$ cat src/rtl/core/cossim_pkg.sv
// Shared widths, types and constants of the cosine similarity block.
package cossim_pkg;

    // Field and datapath widths
    localparam int ELEM_W  = 16;               // element width
    localparam int MUL_W   = 2 * ELEM_W;       // element product
    localparam int ACC_W   = 43;               // accumulators, wrap modulo 2^ACC_W
    localparam int PROD_W  = 2 * ACC_W;        // product of the two sums of squares
    localparam int ROOT_W  = PROD_W / 2;       // floored root of that product
    localparam int REM_W   = ROOT_W + 1;       // root / divide remainder
    localparam int Q_W     = 16;               // score width, Q1.15
    localparam int ALU_W   = PROD_W;           // shared add/subtract unit
    localparam int CNT_W   = 6;                // step counter

    // Step counts of each phase
    localparam int MAC_STEPS  = 4;             // three products, one add trailing
    localparam int MUL_STEPS  = ACC_W;         // shift-add, one bit a cycle
    localparam int SQRT_STEPS = PROD_W / 2;    // two radicand bits a cycle
    localparam int DIV_STEPS  = Q_W;           // one quotient bit a cycle

    typedef logic signed [ELEM_W-1:0] t_elem;
    typedef logic signed [MUL_W-1:0]  t_mul;
    typedef logic        [ACC_W-1:0]  t_acc;
    typedef logic        [ALU_W-1:0]  t_alu;
    typedef logic signed [Q_W-1:0]    t_score;

    // Saturation limits of the score
    localparam t_score SCORE_MAX  = 16'sh7FFF;
    localparam t_score SCORE_MIN  = 16'sh8000;
    localparam t_score SCORE_ZERO = 16'sh0000;

endpackage

$ cat src/rtl/core/cossim_if.sv
// Handshake channels of the cosine similarity block: element pairs in, scores out.
interface cossim_pair_if;
    logic                 valid;
    logic                 ready;
    cossim_pkg::t_elem    elem_a;
    cossim_pkg::t_elem    elem_b;
    logic                 last_pair;

    modport source (output valid, elem_a, elem_b, last_pair, input ready);
    modport sink   (input valid, elem_a, elem_b, last_pair, output ready);
endinterface

interface cossim_score_if;
    logic                 valid;
    logic                 ready;
    cossim_pkg::t_score   score;
    logic                 degenerate;

    modport source (output valid, score, degenerate, input ready);
    modport sink   (input valid, score, degenerate, output ready);
endinterface

$ cat src/rtl/core/cosine_similarity.sv
// Top level: streaming cosine similarity with an iterative shared datapath.
//
//  channel  | dir | word                           | accepted when
//  i_pair   | in  | elem_a, elem_b, last_pair      | valid && ready
//  o_res    | out | score (Q1.15), degenerate      | valid && ready
//
//  An ordinary pair is accepted, then runs four multiply/accumulate steps.
//  A last pair then adds 43 shift-add steps for the product of the sums of
//  squares, 43 root steps and 16 divide steps, all through one adder.
//  A zero-norm last pair skips those phases. Reset is synchronous, active low.
//  A waiting result sits in the output register; the next vector streams in
//  meanwhile, and the next result waits, input closed, until the register is free.
module cosine_similarity (
    input  logic                  i_clk,
    input  logic                  i_rst_n,
    cossim_pair_if.sink           i_pair,
    cossim_score_if.source        o_res
);

    localparam int ACC_W  = cossim_pkg::ACC_W;
    localparam int ALU_W  = cossim_pkg::ALU_W;
    localparam int PROD_W = cossim_pkg::PROD_W;
    localparam int ROOT_W = cossim_pkg::ROOT_W;
    localparam int REM_W  = cossim_pkg::REM_W;
    localparam int Q_W    = cossim_pkg::Q_W;
    localparam int CNT_W  = cossim_pkg::CNT_W;
    localparam int MUL_W  = cossim_pkg::MUL_W;

    // sequencer states
    localparam logic [3:0] S_IDLE = 4'd0;
    localparam logic [3:0] S_MAC  = 4'd1;
    localparam logic [3:0] S_CHK  = 4'd2;
    localparam logic [3:0] S_MUL  = 4'd3;
    localparam logic [3:0] S_SQRT = 4'd4;
    localparam logic [3:0] S_NEG  = 4'd5;
    localparam logic [3:0] S_SAT  = 4'd6;
    localparam logic [3:0] S_DIV  = 4'd7;
    localparam logic [3:0] S_FIN  = 4'd8;

    logic [3:0]          r_state, n_state;
    logic [CNT_W-1:0]    r_cnt;
    cossim_pkg::t_elem   r_a, r_b;
    logic                r_last;
    cossim_pkg::t_acc    r_dot, r_ssa, r_ssb;
    logic [PROD_W-1:0]   r_p;
    logic [REM_W-1:0]    r_rem;
    logic [ROOT_W-1:0]   r_root;
    logic [Q_W-1:0]      r_q;
    logic                r_degen, r_sat;
    logic                r_out_valid;
    cossim_pkg::t_score  r_score;
    logic                r_out_degen;

    cossim_pkg::t_elem   mul_a, mul_b;
    cossim_pkg::t_mul    prod;
    cossim_pkg::t_alu    alu_a, alu_b, alu_res;
    logic                alu_sub, alu_carry;
    cossim_pkg::t_acc    acc_cur;
    logic [CNT_W-1:0]    bit_idx;
    logic [REM_W+1:0]    sqrt_cand;
    logic [REM_W:0]      div_cand;
    logic                div_bit;
    logic                last_step;
    logic                out_load;
    logic                neg;
    cossim_pkg::t_score  score_nx;

    cossim_mul u_mul (
        .i_clk (i_clk),
        .i_a   (mul_a),
        .i_b   (mul_b),
        .o_p   (prod)
    );

    cossim_alu u_alu (
        .i_a     (alu_a),
        .i_b     (alu_b),
        .i_sub   (alu_sub),
        .o_res   (alu_res),
        .o_carry (alu_carry)
    );

    assign i_pair.ready = (r_state == S_IDLE);
    assign o_res.valid      = r_out_valid;
    assign o_res.score      = r_score;
    assign o_res.degenerate = r_out_degen;

    assign neg       = r_dot[ACC_W-1];
    assign bit_idx   = CNT_W'(ACC_W - 1) - r_cnt;
    assign sqrt_cand = {r_rem, r_p[PROD_W-1 -: 2]};
    assign div_bit   = (r_cnt == '0) ? r_p[0] : 1'b0;
    assign div_cand  = {r_rem, div_bit};
    assign out_load  = (r_state == S_FIN) && (!r_out_valid || o_res.ready);

    // accumulator picked by the multiply/accumulate step
    always_comb begin
        case (r_cnt[1:0])
            2'd1:    acc_cur = r_dot;
            2'd2:    acc_cur = r_ssa;
            default: acc_cur = r_ssb;
        endcase
    end

    // operand routing into the multiplier and the shared adder
    always_comb begin
        mul_a   = r_a;
        mul_b   = r_b;
        alu_a   = '0;
        alu_b   = '0;
        alu_sub = 1'b0;
        case (r_state)
            S_MAC: begin
                case (r_cnt[1:0])
                    2'd0:    begin mul_a = r_a; mul_b = r_b; end
                    2'd1:    begin mul_a = r_a; mul_b = r_a; end
                    default: begin mul_a = r_b; mul_b = r_b; end
                endcase
                alu_a = ALU_W'(acc_cur);
                alu_b = {{(ALU_W-MUL_W){prod[MUL_W-1]}}, prod};
            end
            S_MUL: begin
                alu_a = {r_p[PROD_W-2:0], 1'b0};
                alu_b = r_ssb[bit_idx] ? ALU_W'(r_ssa) : '0;
            end
            S_SQRT: begin
                alu_a   = ALU_W'(sqrt_cand);
                alu_b   = ALU_W'({r_root, 2'b01});
                alu_sub = 1'b1;
            end
            S_NEG: begin
                alu_b   = ALU_W'(r_dot);
                alu_sub = neg;
            end
            S_SAT: begin
                alu_a   = r_p;
                alu_b   = ALU_W'({r_root, 1'b0});
                alu_sub = 1'b1;
            end
            S_DIV: begin
                alu_a   = ALU_W'(div_cand);
                alu_b   = ALU_W'(r_root);
                alu_sub = 1'b1;
            end
            default: begin
                alu_sub = 1'b0;
            end
        endcase
    end

    // end of the current iterative phase
    always_comb begin
        case (r_state)
            S_MAC:   last_step = (r_cnt == CNT_W'(cossim_pkg::MAC_STEPS - 1));
            S_MUL:   last_step = (r_cnt == CNT_W'(cossim_pkg::MUL_STEPS - 1));
            S_SQRT:  last_step = (r_cnt == CNT_W'(cossim_pkg::SQRT_STEPS - 1));
            S_DIV:   last_step = (r_cnt == CNT_W'(cossim_pkg::DIV_STEPS - 1));
            default: last_step = 1'b0;
        endcase
    end

    // next state
    always_comb begin
        n_state = r_state;
        case (r_state)
            S_IDLE: if (i_pair.valid) n_state = S_MAC;
            S_MAC:  if (last_step) n_state = r_last ? S_CHK : S_IDLE;
            S_CHK:  n_state = ((r_ssa == '0) || (r_ssb == '0)) ? S_FIN : S_MUL;
            S_MUL:  if (last_step) n_state = S_SQRT;
            S_SQRT: if (last_step) n_state = S_NEG;
            S_NEG:  n_state = S_SAT;
            S_SAT:  n_state = alu_carry ? S_FIN : S_DIV;
            S_DIV:  if (last_step) n_state = S_FIN;
            S_FIN:  if (out_load) n_state = S_IDLE;
            default: n_state = S_IDLE;
        endcase
    end

    // score from quotient, sign and the special cases
    always_comb begin
        if (r_degen) begin
            score_nx = cossim_pkg::SCORE_ZERO;
        end else if (r_sat || r_q[Q_W-1]) begin
            score_nx = neg ? cossim_pkg::SCORE_MIN : cossim_pkg::SCORE_MAX;
        end else if (neg) begin
            score_nx = cossim_pkg::t_score'(-r_q);
        end else begin
            score_nx = cossim_pkg::t_score'(r_q);
        end
    end

    // control registers
    always_ff @(posedge i_clk) begin
        if (!i_rst_n) begin
            r_state     <= S_IDLE;
            r_cnt       <= '0;
            r_out_valid <= 1'b0;
            r_dot       <= '0;
            r_ssa       <= '0;
            r_ssb       <= '0;
        end else begin
            r_state <= n_state;
            if (n_state != r_state || last_step) begin
                r_cnt <= '0;
            end else begin
                r_cnt <= r_cnt + 1'b1;
            end

            // accumulate one product per step, after the multiplier register
            if (r_state == S_MAC) begin
                case (r_cnt[1:0])
                    2'd1:    r_dot <= alu_res[ACC_W-1:0];
                    2'd2:    r_ssa <= alu_res[ACC_W-1:0];
                    2'd3:    r_ssb <= alu_res[ACC_W-1:0];
                    default: r_dot <= r_dot;
                endcase
            end

            // hand the result over and clear the vector state
            if (out_load) begin
                r_out_valid <= 1'b1;
                r_dot       <= '0;
                r_ssa       <= '0;
                r_ssb       <= '0;
            end else if (o_res.ready) begin
                r_out_valid <= 1'b0;
            end
        end
    end

    // datapath registers
    always_ff @(posedge i_clk) begin
        if (i_pair.valid && i_pair.ready) begin
            r_a    <= i_pair.elem_a;
            r_b    <= i_pair.elem_b;
            r_last <= i_pair.last_pair;
        end

        case (r_state)
            S_CHK: begin
                r_degen <= (r_ssa == '0) || (r_ssb == '0);
                r_sat   <= 1'b0;
                r_p     <= '0;
            end
            S_MUL: begin
                r_p <= alu_res;
                if (last_step) begin
                    r_rem  <= '0;
                    r_root <= '0;
                end
            end
            S_SQRT: begin
                r_p <= {r_p[PROD_W-3:0], 2'b00};
                if (alu_carry) begin
                    r_rem  <= alu_res[REM_W-1:0];
                    r_root <= {r_root[ROOT_W-2:0], 1'b1};
                end else begin
                    r_rem  <= sqrt_cand[REM_W-1:0];
                    r_root <= {r_root[ROOT_W-2:0], 1'b0};
                end
            end
            S_NEG: begin
                r_p <= PROD_W'(alu_res[ACC_W-1:0]);
            end
            S_SAT: begin
                r_sat <= alu_carry;
                r_rem <= REM_W'(r_p[ACC_W-1:1]);
                r_q   <= '0;
            end
            S_DIV: begin
                if (alu_carry) begin
                    r_rem <= alu_res[REM_W-1:0];
                end else begin
                    r_rem <= div_cand[REM_W-1:0];
                end
                r_q <= {r_q[Q_W-2:0], alu_carry};
            end
            default: begin
                r_p <= r_p;
            end
        endcase

        if (out_load) begin
            r_score     <= score_nx;
            r_out_degen <= r_degen;
        end
    end

`ifndef SYNTHESIS
    // an accepted word keeps the input closed for the following cycle
    a_busy_after_accept: assert property (@(posedge i_clk) disable iff (!i_rst_n)
        (i_pair.valid && i_pair.ready) |=> !i_pair.ready)
        else $error("input ready right after an accepted word");

    // root remainder never exceeds twice the partial root
    a_sqrt_rem: assert property (@(posedge i_clk) disable iff (!i_rst_n)
        (r_state == S_SQRT) |-> (r_rem <= {r_root, 1'b0}))
        else $error("root remainder out of range");

    // divide remainder stays below the divisor
    a_div_rem: assert property (@(posedge i_clk) disable iff (!i_rst_n)
        (r_state == S_DIV) |-> (r_rem < REM_W'(r_root)))
        else $error("divide remainder not below root");

    // accumulators are clear once a result is handed over
    a_clear_after_result: assert property (@(posedge i_clk) disable iff (!i_rst_n)
        out_load |=> ((r_dot == '0) && (r_ssa == '0) && (r_ssb == '0) && r_out_valid))
        else $error("accumulators not cleared after result");
`endif

endmodule

$ cat src/rtl/core/cossim_mul.sv
// Registered signed element multiplier, shared by the three products of a pair.
module cossim_mul (
    input  logic              i_clk,
    input  cossim_pkg::t_elem i_a,
    input  cossim_pkg::t_elem i_b,
    output cossim_pkg::t_mul  o_p
);

    cossim_pkg::t_mul r_p;

    // one product a cycle, registered before the accumulate
    always_ff @(posedge i_clk) begin
        r_p <= i_a * i_b;
    end

    assign o_p = r_p;

endmodule

$ cat src/rtl/core/cossim_alu.sv
// Shared wide add/subtract unit; carry out on subtract means a >= b.
module cossim_alu (
    input  cossim_pkg::t_alu i_a,
    input  cossim_pkg::t_alu i_b,
    input  logic             i_sub,
    output cossim_pkg::t_alu o_res,
    output logic             o_carry
);

    localparam int W = cossim_pkg::ALU_W;

    logic [W:0] sum;
    logic [W-1:0] b_op;

    // subtract as add of the inverted operand plus one
    assign b_op = i_sub ? ~i_b : i_b;
    assign sum  = {1'b0, i_a} + {1'b0, b_op} + {{W{1'b0}}, i_sub};

    assign o_res   = sum[W-1:0];
    assign o_carry = sum[W];

endmodule
$ cat src/flat_wrapper.sv
// flat-port wrapper written by rule: the top's interface ports become plain ports
module cosine_similarity_flat 
  (i_clk, i_rst_n, i_pair_valid, i_pair_elem_a, i_pair_elem_b, i_pair_last_pair, i_pair_ready, o_res_valid, o_res_score, o_res_degenerate, o_res_ready);
  cossim_pair_if i_pair_i ();
  cossim_score_if o_res_i ();
  input  logic i_clk;
  input  logic i_rst_n;
  input wire logic [$bits(i_pair_i.valid)-1:0] i_pair_valid;
  input wire logic [$bits(i_pair_i.elem_a)-1:0] i_pair_elem_a;
  input wire logic [$bits(i_pair_i.elem_b)-1:0] i_pair_elem_b;
  input wire logic [$bits(i_pair_i.last_pair)-1:0] i_pair_last_pair;
  output wire logic [$bits(i_pair_i.ready)-1:0] i_pair_ready;
  output wire logic [$bits(o_res_i.valid)-1:0] o_res_valid;
  output wire logic [$bits(o_res_i.score)-1:0] o_res_score;
  output wire logic [$bits(o_res_i.degenerate)-1:0] o_res_degenerate;
  input wire logic [$bits(o_res_i.ready)-1:0] o_res_ready;
  assign i_pair_i.valid = i_pair_valid;
  assign i_pair_i.elem_a = i_pair_elem_a;
  assign i_pair_i.elem_b = i_pair_elem_b;
  assign i_pair_i.last_pair = i_pair_last_pair;
  assign i_pair_ready = i_pair_i.ready;
  assign o_res_valid = o_res_i.valid;
  assign o_res_score = o_res_i.score;
  assign o_res_degenerate = o_res_i.degenerate;
  assign o_res_i.ready = o_res_ready;
  cosine_similarity u_core (.i_clk(i_clk), .i_rst_n(i_rst_n), .i_pair(i_pair_i), .o_res(o_res_i));
endmodule
$ cat config.mk
export PLATFORM = sky130hd
export DESIGN_NAME = cosine_similarity_flat
export DESIGN_NICKNAME = d
export VERILOG_FILES = /design/src/rtl/core/cossim_pkg.sv /design/src/rtl/core/cossim_if.sv /design/src/rtl/core/cosine_similarity.sv /design/src/rtl/core/cossim_mul.sv /design/src/rtl/core/cossim_alu.sv /design/src/flat_wrapper.sv
export SDC_FILE = /design/constraint.sdc
export NUM_CORES = 2
export LEC_CHECK = 0
export BUFFER_PORTS_ARGS = -buffer_cell sky130_fd_sc_hd__clkbuf_2
export CAP_MARGIN = 20
export CORE_AREA = 4 4 335 205
export CTS_BUF_LIST = sky130_fd_sc_hd__clkbuf_8 sky130_fd_sc_hd__clkbuf_16
export CTS_CLUSTER_DIAMETER = 200
export DETAILED_ROUTE_END_ITERATION = 6
export DIE_AREA = 0 0 339 209
export PLACE_DENSITY = 0.73
export SYNTH_ARGS = -nofsm -noshare
export SYNTH_HDL_FRONTEND = slang
export SYNTH_SLANG_ARGS = --single-unit
$ cat constraint.sdc
create_clock -name i_clk -period 8.6 [get_ports i_clk]
set_clock_uncertainty 0.05 [all_clocks]
set_input_delay 2.15 -clock i_clk [delete_from_list [all_inputs] [get_ports i_clk]]
set_output_delay 2.15 -clock i_clk [all_outputs]
set_load 0.05 [all_outputs]
==> results by stage <==
Floorplanning:
- The total die area is 70900 µm².
- In this run the horizontal extent of the chip is 339 µm.
- The die boundary height is 209 µm.
- The core region area is roughly 66000 µm².
- 56 I/O pins were placed.
- The row count is between 70 and 80.
- The starting density of the core is 54.5%.

Layout:
- Summing all non-filler instances in the final layout gives an area of roughly 39000 µm².
- Registers take 10700 µm².
- Of the cells placed in the final design, the portion with a size suffix greater than 1 is 7.88%.
- The multi-input combinational cells in the finished layout cover a total of 23100 µm².
- Fill cells in the final layout number roughly 5800.
- Relative to the synthesized area, the layout overhead comes to 8.42%.
- The antenna diode count is 0.
- For this run, the post-layout net count is 4562.

STA:
- The final critical delay including setup and external delays is 8.25 ns.
- The measured slew at the worst slew-check pin is 1.12 ns.
- The post-route fraction of the period consumed by the critical path is a little over nine tenths.
- The count of final max-slew check failures is 0.
- Based on the critical path, the design can be clocked at up to 121 MHz.
- The setup violation total in the final timing report is 0.
- The total negative setup slack is 0 ns.
- Setup repair after global routing left no endpoint under its margin.
- The final count of hold timing violations is 0.
- The worst pin sits at a relative slew slack of approximately 25%.

Synthesis:
- The synthesized instance count is 4127.
- The cell area that synthesis handed to floorplanning was 35800 µm².
- The Yosys step of the flow raised 0 warnings.
- The sequential cell area fraction in the yosys report is between 20 and 30%.
- In the synthesized netlist the async set-or-reset flop fraction comes to 0%.
- After synthesis, the mean cell area works out to 8.68 µm².
- Counting flops with a built-in enable in the synthesized netlist gives between 200 and 250.
- Counting flops and latches in the post-synthesis netlist gives ~410.
- The distinct cell type count after synthesis is 80.
- The synthesized net count is 4600.
- The most used flip-flop cell after synthesis is sky130_fd_sc_hd__edfxtp_1.

Power and ir drop:
- The power density relative to cell area is 426 nW/µm².
- The worst ir drop on vdd is approximately 1.3 mV.
- The standby leakage power is 16.0 nW.

Clocking:
- The number of sinks driven by the clock tree is slightly above 400.
- The total CTS buffers is 43.
- The number of setup buffers added after CTS is 0.
- The source-to-sink clock delay at the later pin of the worst-skew pair is 0.62 ns.
- The clock-pin slew reported for the worst setup and hold paths after clock tree synthesis is 0.07 ns.
- For this design, the CTS-stage hold fixing added 0 buffers.
- The buffer cell driving the clock tree root is sky130_fd_sc_hd__clkbuf_16.
- The number of H-tree branching levels is 2.
- In this run, post-CTS repair resized a total of 0 instances.
- The clock tree from TritonCTS is done.
- The buffer levels on the longest clock path is 3.

Detailed routing:
- Using the TritonRoute via totals, the vias-per-cell ratio works out to 6.41.
- In this run, the number of DRC markers left after iteration 0 of detailed routing was 5182.
- After detailed routing, the number of remaining DRC violations is 2.
- The remaining number of nets flagged by the antenna check after routing is 0.
- After detailed routing, the average wire length per cell comes to ~23 µm.
- Summing over every cut layer, the via total after detailed routing is 32000.
- For this run, the detailed router's first-pass iteration total came to 7.
- The total wire length is 114000 µm.

Setup path:
- The type of the worst setup path is flop to flop.
- The critical path startpoint category is a flop.
- The worst path required time is between 9 and 10 ns.
- For the worst setup path, the data arrival time is 8.68 ns.
- STA classifies the critical path endpoint as a flop.
- Of all nets on the critical path, the largest fanout is 31.

GRT:
- The number of global-route vias before repair was 29500.
- The total overflow reported by the global router is 0.
- The initial antenna violation count is 1.
- The overall routing resource usage is 31.7%.
- The maximum number of pins on one net before global-route repair is between 100 and 150.
- The first global-routing pass estimated between 150000 and 200000 µm of wire.

Hold path:
- The type of the worst min-delay path is flop to flop.

Placement:
- The placer's final routability congestion estimate is 1.05.
- The number of I/O port buffers is 55.
- Once detailed placement completed, the half-perimeter wirelength came to 84600 µm.
- The placed instances occupy a cell area of 37200 µm².

Run status:
- The final reports fail on design-rule violations.
- The run finished, with violations left.

Job:
- Max-cap violations in this run came to 0.
-- placed cells by master (no fill, tap or decap), types with 40 or more instances in the layout --
cell type / synthesis / routed
sky130_fd_sc_hd__a22o_1: 69 / 69
sky130_fd_sc_hd__inv_1: 323 / 326
sky130_fd_sc_hd__nand3_1: 80 / 80
sky130_fd_sc_hd__a21oi_1: 371 / 370
sky130_fd_sc_hd__a222oi_1: 68 / 68
sky130_fd_sc_hd__dfxtp_1: 172 / 172
sky130_fd_sc_hd__xor2_1: 78 / 78
sky130_fd_sc_hd__clkbuf_2: 0 / 55
sky130_fd_sc_hd__mux2i_1: 40 / 40
sky130_fd_sc_hd__ha_1: 173 / 170
sky130_fd_sc_hd__edfxtp_1: 241 / 241
sky130_fd_sc_hd__and2_1: 93 / 93
sky130_fd_sc_hd__fa_1: 263 / 263
sky130_fd_sc_hd__o211ai_1: 59 / 59
sky130_fd_sc_hd__xnor2_1: 89 / 89
sky130_fd_sc_hd__a21o_1: 61 / 61
sky130_fd_sc_hd__nor2_1: 345 / 341
sky130_fd_sc_hd__a22oi_1: 68 / 68
sky130_fd_sc_hd__nor3_1: 45 / 43
sky130_fd_sc_hd__nand4_1: 46 / 46
sky130_fd_sc_hd__o21ai_0: 163 / 161
sky130_fd_sc_hd__clkbuf_16: 0 / 51
sky130_fd_sc_hd__nand2_1: 662 / 658
sky130_fd_sc_hd__buf_4: 0 / 107
-- report_power, final --
part	total (mW)	internal [mW]	leakage (nW)	switching (mW)
sequential	2.44	2.39	3.66	0.0529
clock	2.10	1.20	0.798	0.899
combinational	12.0	5.13	11.5	6.89
-- flip-flops by register name, summed over array words and instances, names as in the netlist, 4 cells and up --
signal	flops
u_core.r_cnt	6
u_core.r_p	86
u_core.r_b	16
u_core.r_a	16
u_core.r_state	4
u_core.r_ssb	43
u_core.r_q	16
u_core.o_res.score	16
u_core.r_dot	43
u_core.r_ssa	43
u_core.r_root	43
u_core.r_rem	44
u_core.u_mul.o_p	32
-- logic make-up after synthesis --
logic type / count (synthesis) / synth area share (%)
compound gates: 1067 / 19.8
simple gates: 1401 / 17.1
buf+inv: 575 / 6.11
xor+xnor: 169 / 4.18
fa+ha+maj: 436 / 20.7
mux: 66 / 2.25
flops: 413 / 29.8
-- worst max-delay path: stages, from the launching register on --
cell and delay [ns]:
sky130_fd_sc_hd__dfxtp_1 0.47, sky130_fd_sc_hd__inv_1 0.14, sky130_fd_sc_hd__ha_2 0.23, sky130_fd_sc_hd__nor2_1 0.12, sky130_fd_sc_hd__nand2_1 0.14, sky130_fd_sc_hd__buf_12 0.22, sky130_fd_sc_hd__mux2i_1 0.53, sky130_fd_sc_hd__buf_4 0.32
sky130_fd_sc_hd__nor2_1 0.09, sky130_fd_sc_hd__fa_1 0.50, sky130_fd_sc_hd__inv_1 0.06, sky130_fd_sc_hd__fa_1 0.55, sky130_fd_sc_hd__fa_1 0.43, sky130_fd_sc_hd__fa_1 0.46, sky130_fd_sc_hd__fa_1 0.49, sky130_fd_sc_hd__inv_1 0.05
sky130_fd_sc_hd__fa_1 0.43, sky130_fd_sc_hd__ha_1 0.34, sky130_fd_sc_hd__a21oi_1 0.39, sky130_fd_sc_hd__nand2_1 0.15, sky130_fd_sc_hd__a21oi_2 0.31, sky130_fd_sc_hd__o31ai_1 0.22, sky130_fd_sc_hd__o41a_1 0.39, sky130_fd_sc_hd__and4_1 0.21
sky130_fd_sc_hd__a2111oi_0 0.39, sky130_fd_sc_hd__buf_4 0.19, sky130_fd_sc_hd__a21oi_1 0.07, sky130_fd_sc_hd__xnor2_1 0.13
-- cell usage after synthesis, drive strengths merged, types with 20 or more instances --
library cell	count	area share, %
clkbuf	217	2.3
nand3	80	1.1
o211ai	59	1.2
inv	324	3.4
o21a	22	0.46
xor2	78	1.9
and2	94	1.6
xnor2	91	2.3
o21bai	36	0.75
a22o	69	1.7
nand2b	26	0.45
nor4	30	0.52
buf	34	0.44
dfxtp	172	9.6
a211oi	20	0.43
a22oi	68	1.4
nor2	345	3.6
and3	25	0.44
ha	173	6.0
nor3	45	0.63
a21o	61	1.3
edfxtp	241	20
mux2i	40	1.1
fa	263	15
a21oi	372	5.2
nand2	662	6.9
o21ai	180	2.5
nand4	46	0.80
a222oi	68	1.9
-- per-stage QoR --
| step | util, % | setup slack [ns] | total power [mW] | hold slack (ns) | cells |
|---|---|---|---|---|---|
| 3_3_place_gp | 56.7 | 0.433 | 13.9 | 0.412 | 4905 |
| 5_1_grt | 59.1 | 0.0211 | 18.5 | 0.451 | 4985 |
| 4_1_cts | 59.1 | 0.159 | 16.5 | 0.423 | 4984 |
| 3_5_place_dp | 56.7 | 0.269 | 14.2 | 0.414 | 4905 |
| 6_report | 59.1 | 0.352 | 16.6 | 0.423 | 4985 |
| 2_1_floorplan | - | 0.583 | 11.5 | 0.374 | 4127 |
-- final timing paths --
check,from,endpoint,slack (ns),depth (start not counted)
setup reg to reg,u_core.r_cnt[1],u_core.u_mul.o_p[31],0.35,27
setup / recovery,u_core.r_cnt[1],u_core.u_mul.o_p[31],0.35,27
hold / removal,u_core.r_dot[37],u_core.r_dot[37],0.42,2
hold reg to reg,u_core.r_dot[37],u_core.r_dot[37],0.42,2
-- layout make-up --
cell class	instances	share of cell area, %
sequential	413	27.5
inverter	324	3.13
tap	862	2.78
clock buffer	59	3.57
timing repair buffer	168	3.05
multi-input combinational	3139	59.5
clock inverter	20	0.506
-- layer usage --
metal / track usage [%] / up-vias / share of wire (%)
met4: 4.43 / 2 / 1.2
met2: 38.1 / 2089 / 36
met1: 52.8 / 15400 / 47
li1: - / 14400 / -
met5: 1.14 / - / 0.037
met3: 11.9 / 121 / 16
No activity file was read; power rests on OpenSTA's default activity.
